**config.mk**
```make
export PLATFORM = sky130hd
export DESIGN_NAME = bfi_ctrl
export DESIGN_NICKNAME = d
export VERILOG_FILES = /design/src/hw/rtl/bfi_pkg.sv /design/src/hw/rtl/bfi_ctrl.sv
export SDC_FILE = /design/constraint.sdc
export NUM_CORES = 1
export LEC_CHECK = 0
export CAP_MARGIN = 10
export CORE_AREA = 2 2 39 41
export CTS_CLUSTER_SIZE = 40
export DETAILED_ROUTE_END_ITERATION = 8
export DIE_AREA = 0 0 41 43
export DONT_BUFFER_PORTS = 1
export PLACE_DENSITY = 0.56
export SLEW_MARGIN = 20
export SYNTH_ARGS = -nofsm -noshare
export SYNTH_HDL_FRONTEND = slang
export SYNTH_SLANG_ARGS = --single-unit
export TNS_END_PERCENT = 10
```
**constraint.sdc**
```tcl
create_clock -name clk -period 4.1 [get_ports clk]
set_clock_uncertainty 0.1 [all_clocks]
set_input_delay 0.41 -clock clk [delete_from_list [all_inputs] [get_ports clk]]
set_output_delay 0.41 -clock clk [all_outputs]
set_load 0.02 [all_outputs]
```
**src/hw/rtl/bfi_pkg.sv**
```systemverilog
`default_nettype none
package bfi_pkg;

	localparam logic [7:0] CH_LBR   = 8'h5B;
	localparam logic [7:0] CH_RBR   = 8'h5D;
	localparam logic [7:0] CH_GT    = 8'h3E;
	localparam logic [7:0] CH_LT    = 8'h3C;
	localparam logic [7:0] CH_PLUS  = 8'h2B;
	localparam logic [7:0] CH_MINUS = 8'h2D;
	localparam logic [7:0] CH_DOT   = 8'h2E;
	localparam logic [7:0] CH_COMMA = 8'h2C;

	localparam logic [2:0] ST_OK   = 3'd0;
	localparam logic [2:0] ST_HALT = 3'd1;
	localparam logic [2:0] ST_BAD  = 3'd2;
	localparam logic [2:0] ST_OPEN = 3'd3;
	localparam logic [2:0] ST_NEST = 3'd4;
	localparam logic [2:0] ST_FULL = 3'd5;

	localparam logic CMD_LOAD = 1'b0;
	localparam logic CMD_STEP = 1'b1;

	typedef enum logic [3:0] {
		S_CLR,
		S_IDLE,
		S_LOAD,
		S_BCLR,
		S_BRD,
		S_BDEC,
		S_BPOP,
		S_BPOP2,
		S_BEND,
		S_SRD,
		S_SEX,
		S_OUT
	} state_t;

	typedef struct packed {
		logic accept;
		logic init_clr;
		logic match_clr;
		logic sweep_rst;
		logic load;
		logic build_init;
		logic walk_rd;
		logic walk_dec;
		logic pop_a;
		logic pop_b;
		logic build_end;
		logic step_rd;
		logic step_ex;
		logic push;
	} cmd_t;

	typedef struct packed {
		logic init_last;
		logic match_last;
		logic item_cmd;
		logic item_last;
		logic walk_end;
		logic dec_open;
		logic dec_close;
		logic nest_full;
		logic slot_free;
	} stat_t;

endpackage
`default_nettype wire

```
**src/hw/rtl/bfi_ctrl.sv**
```systemverilog
`default_nettype none
module bfi_ctrl (
	input  wire               clk,
	input  wire               arst_n,
	input  wire               in_valid,
	output logic              in_ready,
	input  bfi_pkg::stat_t    stat,
	output bfi_pkg::cmd_t     cmd
);

	bfi_pkg::state_t state_q, state_d;

	always_ff @(posedge clk or negedge arst_n) begin
		if (!arst_n) begin
			state_q <= bfi_pkg::S_CLR;
		end else begin
			state_q <= state_d;
		end
	end

	always_comb begin
		state_d = state_q;
		case (state_q)
			bfi_pkg::S_CLR: begin
				if (stat.init_last) state_d = bfi_pkg::S_IDLE;
			end
			bfi_pkg::S_IDLE: begin
				if (in_valid) begin
					state_d = (stat.item_cmd == bfi_pkg::CMD_STEP) ? bfi_pkg::S_SRD
						: bfi_pkg::S_LOAD;
				end
			end
			bfi_pkg::S_LOAD: begin
				state_d = stat.item_last ? bfi_pkg::S_BCLR : bfi_pkg::S_OUT;
			end
			bfi_pkg::S_BCLR: begin
				if (stat.match_last) state_d = bfi_pkg::S_BRD;
			end
			bfi_pkg::S_BRD: begin
				state_d = stat.walk_end ? bfi_pkg::S_BEND : bfi_pkg::S_BDEC;
			end
			bfi_pkg::S_BDEC: begin
				if (stat.dec_open && stat.nest_full) state_d = bfi_pkg::S_OUT;
				else if (stat.dec_close) state_d = bfi_pkg::S_BPOP;
				else state_d = bfi_pkg::S_BRD;
			end
			bfi_pkg::S_BPOP:  state_d = bfi_pkg::S_BPOP2;
			bfi_pkg::S_BPOP2: state_d = bfi_pkg::S_BRD;
			bfi_pkg::S_BEND:  state_d = bfi_pkg::S_OUT;
			bfi_pkg::S_SRD:   state_d = bfi_pkg::S_SEX;
			bfi_pkg::S_SEX:   state_d = bfi_pkg::S_OUT;
			bfi_pkg::S_OUT: begin
				if (stat.slot_free) state_d = bfi_pkg::S_IDLE;
			end
			default: state_d = bfi_pkg::S_CLR;
		endcase
	end

	always_comb begin
		cmd      = '0;
		in_ready = 1'b0;
		case (state_q)
			bfi_pkg::S_CLR:  cmd.init_clr = 1'b1;
			bfi_pkg::S_IDLE: begin
				in_ready   = 1'b1;
				cmd.accept = in_valid;
			end
			bfi_pkg::S_LOAD: begin
				cmd.load       = 1'b1;
				cmd.sweep_rst  = 1'b1;
				cmd.build_init = stat.item_last;
			end
			bfi_pkg::S_BCLR:  cmd.match_clr = 1'b1;
			bfi_pkg::S_BRD:   cmd.walk_rd = ~stat.walk_end;
			bfi_pkg::S_BDEC:  cmd.walk_dec = 1'b1;
			bfi_pkg::S_BPOP:  cmd.pop_a = 1'b1;
			bfi_pkg::S_BPOP2: cmd.pop_b = 1'b1;
			bfi_pkg::S_BEND:  cmd.build_end = 1'b1;
			bfi_pkg::S_SRD:   cmd.step_rd = 1'b1;
			bfi_pkg::S_SEX:   cmd.step_ex = 1'b1;
			bfi_pkg::S_OUT:   cmd.push = stat.slot_free;
			default: cmd = '0;
		endcase
	end

endmodule
`default_nettype wire

```
# Yosys cells after proc, flatten, opt, wreduce, memory -nomap -nowiden
# Cells that the tools add are included.
classes:
  add_sub_neg: 0
  mul: 0
  n_div: 0
  magnitude_cmp: 0
  n_eq_ne: 15
  shifts: 0
  mux: 23
  bitwise: 1
  n_reduce_logical: 4
ops:
  columns: ["cell", "count"]
  rows:
  - ["$pmux 4 s11", 1]
  - ["$mux 4", 8]
  - ["$eq 4x3->1 const B", 4]
  - ["$eq 4x4->1 const B", 4]
  - ["$mux 1", 12]
  - ["$eq 4x2->1 const B", 2]
  - ["$ne 2x2->1 const B", 4]
  - ["$eq 4x1->1 const B", 1]
  - ["$logic_not 4->1", 1]
  - ["$reduce_and 4->1", 1]
  - ["$mux 3", 1]
  - ["$mux 2", 1]
  - ["$reduce_or 2->1", 1]
  - ["$logic_and 1x1->1", 1]
  - ["$not 1->1", 1]
word_totals:
  regBits: 4
  latch_bits: 0
  mem_bits_rw: 0
  mem_bits_ro: 0
  in_bits: 12
  out_inout_bits: 15
  wordCells: 44
  memories: 0

# Depth between registers and ports, before layout
depth:
  word_depth: 3
  ltp_mapped: 6
  mapped_depth_nobuf: 4

# Least setup slack after synthesis
# Ideal clock, no wire load.
synth_path:
  kind: "register -> output"
  startpoint: "register state_q[3]"
  endpoint: "output cmd[8] (netlist name)"
  arrival_ns: 1.527
  t_required_ns: 3.590
  path_slack_ns: 2.063
  path_stages_with_launch: 6
  path_buffers: 2
  path_cell_list: "dfrtp_1 -> buf_6 -> or2_1 -> buf_6 -> nor2_1 -> and2_1"
synth_rtl:
  columns: ["element", "line_no", "rtl"]
  rows:
  - ["from (decl)", "bfi_ctrl.sv:11", "bfi_pkg::state_t state_q, state_d;"]
  - ["from (signal assigned)", "bfi_ctrl.sv:15", "state_q <= bfi_pkg::S_CLR;"]
  - ["from (signal assigned)", "bfi_ctrl.sv:17", "state_q <= state_d;"]
  - ["to (decl)", "bfi_ctrl.sv:8", "output bfi_pkg::cmd_t cmd"]

==> run_results.csv <==
group,metric,value,unit
clocking,number_of_post_cts_setup_repair_buffers,0,
sta,total_neg_setup_slack,0,ns
layout,finalInstanceArea,497,µm²
layout,antenna_cells_inserted,0,
global_routing,maximum_number_of_pins_on_one_net_before_global_route_repair,19,
clocking,cts.clk_slew.worst_paths,0.04,ns
layout,mostFrequentLayoutCells,"nor2_1, nand2_1, a21oi_1",
drt,postRouteWirelength,1150,µm
drt,wl_per_cell,14.2,µm
sta,postLayoutSetupSlackWorst,1.54,ns
die,core_region_area,1380,µm²
die,starting_density_of_the_core,36.1,%
setup_path,slowest_stage,"nor2_1",
sta,timing.max_slew.rel_slack,38.9,%
die,die_h,43,µm
status,outcome,"finished, final reports clean",
setup_path,timing.critical_path.arrival,2.05,ns
place,place_worst_setup_slack,1.78,ns
run,cap_viol_max_count,0,
pwr,power.density,907,nW/µm²
synthesis,synth_top_flop_cell,"dfrtp_1",
drt,vias_per_cell,5.67,
sta,rsz0062_at_grt,"no",
drt,detailroute.via_count,459,
pwr,static-leakage-power,0.210,nW
setup_path,critical_path.reg2reg.startpoint,"state_q[0]",
layout,layout_top_registers,"state_q (4)",
die,row_count,14,
synthesis,yosysWarnings,0,
synthesis,synth-seq-cells,4,
clocking,cts_tree,"built",
sta,period_share,62.5,%
layout,layout.core_utilization,35.9,%
drt,antenna_left,0,
setup_path,critical_path_class,"reg2out",
synthesis,area_share_of_the_largest_cell_type_after_synthesis,20.1,%
setup_path,worst_path_dominant_cell_family,"simple AND/OR/NAND/NOR gates",
setup_path,critPathMaxStageDelay,0.62,ns
layout,area_growth_syn_to_layout,-0.501,%
setup_path,critPathLaunchType,"flip-flop",
clocking,cts-buffers-inserted,3,
min_path,min_path_type,"in2async",
clocking,numClockSinks,4,
global_routing,grt_first_pass_wirelength,1840,µm
global_routing,initial_antenna_violation_count,0,
drt,drc,0,
layout,drive_above_1_share,9.23,%
die,dieArea,1760,µm²
drt,first_iter_violations,8,
sta,fmax,0.390,GHz
layout,largest_register_ff_count,4,
sta,timing.final.max_slew_violations,0,
setup_path,register_to_register_path_setup_slack,2.24,ns
setup_path,critical_path_peak_fanout,11,
clocking,cts_hold_bufs,1,
global_routing,grtUsageTotal,15.6,%
sta,timing_worst_slew_pin_value,0.909,ns
setup_path,required,3.59,ns
place,port-buffer-count,0,
synthesis,ys_seq_area_share,20.1,%
pwr,max-vdd-ir-drop,347,µV
synthesis,synthesis.nets,81,
synthesis,synth.avg_cell_area,7.24,µm²
place,place_congestion,0.728,
clocking,htreeDepth,1,
synthesis,mappedNetlistArea,499,µm²
setup_path,sum_of_buffers_and_inverters_on_the_critical_path,0,
clocking,cts_root_buffer,"clkbuf_4",
place,detailed_place.area,464,µm²
place,detailedPlacementHpwl,849,µm
synthesis,synthArstFlopShare,100,%
sta,final_period_minus_worst_setup_slack,2.56,ns
synthesis,yosys.area.top_type,"dfrtp_1",
sta,timing_hold_violations_final,0,
setup_path,r2r-end,"state_q[0]",
setup_path,worstRegToRegCells,3,
setup_path,critical_path.endpoint_type,"output pin",
sta,finalSetupViolCount,0,
drt,drtPass1Iterations,4,
global_routing,first_global_vias,421,
clocking,cts_resized,0,
synthesis,post_synth_inst_count,69,
die,floorplan.die.width,41,µm
synthesis,yosysUniqueCellTypes,30,
die,ios,27,
layout,layout_commonest_cell,"nor2_1",
synthesis,number_of_synthesized_flops_with_an_enable_pin,0,
layout,largest-register,"state_q",
layout,final_nets,79,
synthesis,yosys-top-cells-area,"dfrtp_1, nor2_1, mux2i_1",
setup_path,critical_path.cell_chain,"or2_1, nor2_1, and2_1",
clocking,cts_buffer_depth,2,
global_routing,grt_overflow_total,0,
clocking,insertion_delay,0.23,ns
==> how the worst max path moves through the flow <==
stage / endpoint / depth (start not counted) / from / slack (ns)
2_1_floorplan: cmd[8] / 5 / state_q[3] / 2.06
3_3_place_gp: cmd[8] / 3 / state_q[3] / 1.79
3_5_place_dp: cmd[8] / 3 / state_q[3] / 1.78
4_1_cts: cmd[8] / 3 / state_q[3] / 1.52
5_1_grt: cmd[8] / 3 / state_q[3] / 1.41
6_report: cmd[8] / 3 / state_q[3] / 1.54
==> cell families after synthesis <==
kind of cell	count (synthesis)	synth area share (%)
multiplexers	4	9.02
AND/OR/NAND/NOR	37	38.8
AO/OA/AOI/OAI	14	19.6
flip-flops	4	20.1
buffers and inverters	10	12.5
==> cell type report <==
type / instances / area, µm²
Inverter: 2 / 7.51
Clock buffer: 3 / 22.5
Tap cell: 16 / 20.0
Multi-Input combinational cell: 55 / 337
Timing Repair Buffer: 1 / 10.0
Fill cell: 153 / 887
Sequential cell: 4 / 100
==> report_power, final <==
part | total [mW] | switching, mW | internal, mW | leakage [nW]
Combinational | 0.276 | 0.160 | 0.116 | 0.147
Clock | 0.0477 | 0.0151 | 0.0327 | 0.0138
Sequential | 0.126 | 0.0680 | 0.0584 | 0.0489
Total | 0.450 | 0.244 | 0.207 | 0.210
==> cell usage after synthesis (2+ instances only) <==
cell type,count
nor3_1,4
nand2_1,6
clkbuf_1,2
buf_4,2
buf_6,2
inv_1,2
dfrtp_1,4
a21oi_1,5
mux2i_1,3
nand2b_1,4
buf_2,2
nor2b_1,3
nor2_1,10
and2_1,2
nand3_1,3
==> per-layer routing <==
metal / global-route usage (%) / vias to the layer above / part of all wire (%)
met5: 0 / - / 0
met4: 10.0 / 0 / 0
met3: 5.24 / 0 / 11
met2: 19.7 / 20 / 46
met1: 21.7 / 209 / 42
li1: - / 230 / -
==> per-stage QoR <==
| step | std cells | power, mW | hold WS, ns |
|---|---|---|---|
| 6_report | 81 | 0.450 | 0.351 |
| 3_5_place_dp | 77 | 0.401 | 0.0145 |
| 3_3_place_gp | 77 | 0.401 | 0.0145 |
| 5_1_grt | 81 | 0.492 | 0.370 |
| 2_1_floorplan | 69 | 0.394 | 0.0144 |
| 4_1_cts | 81 | 0.454 | 0.347 |
(Power assumes the default switching activity.)
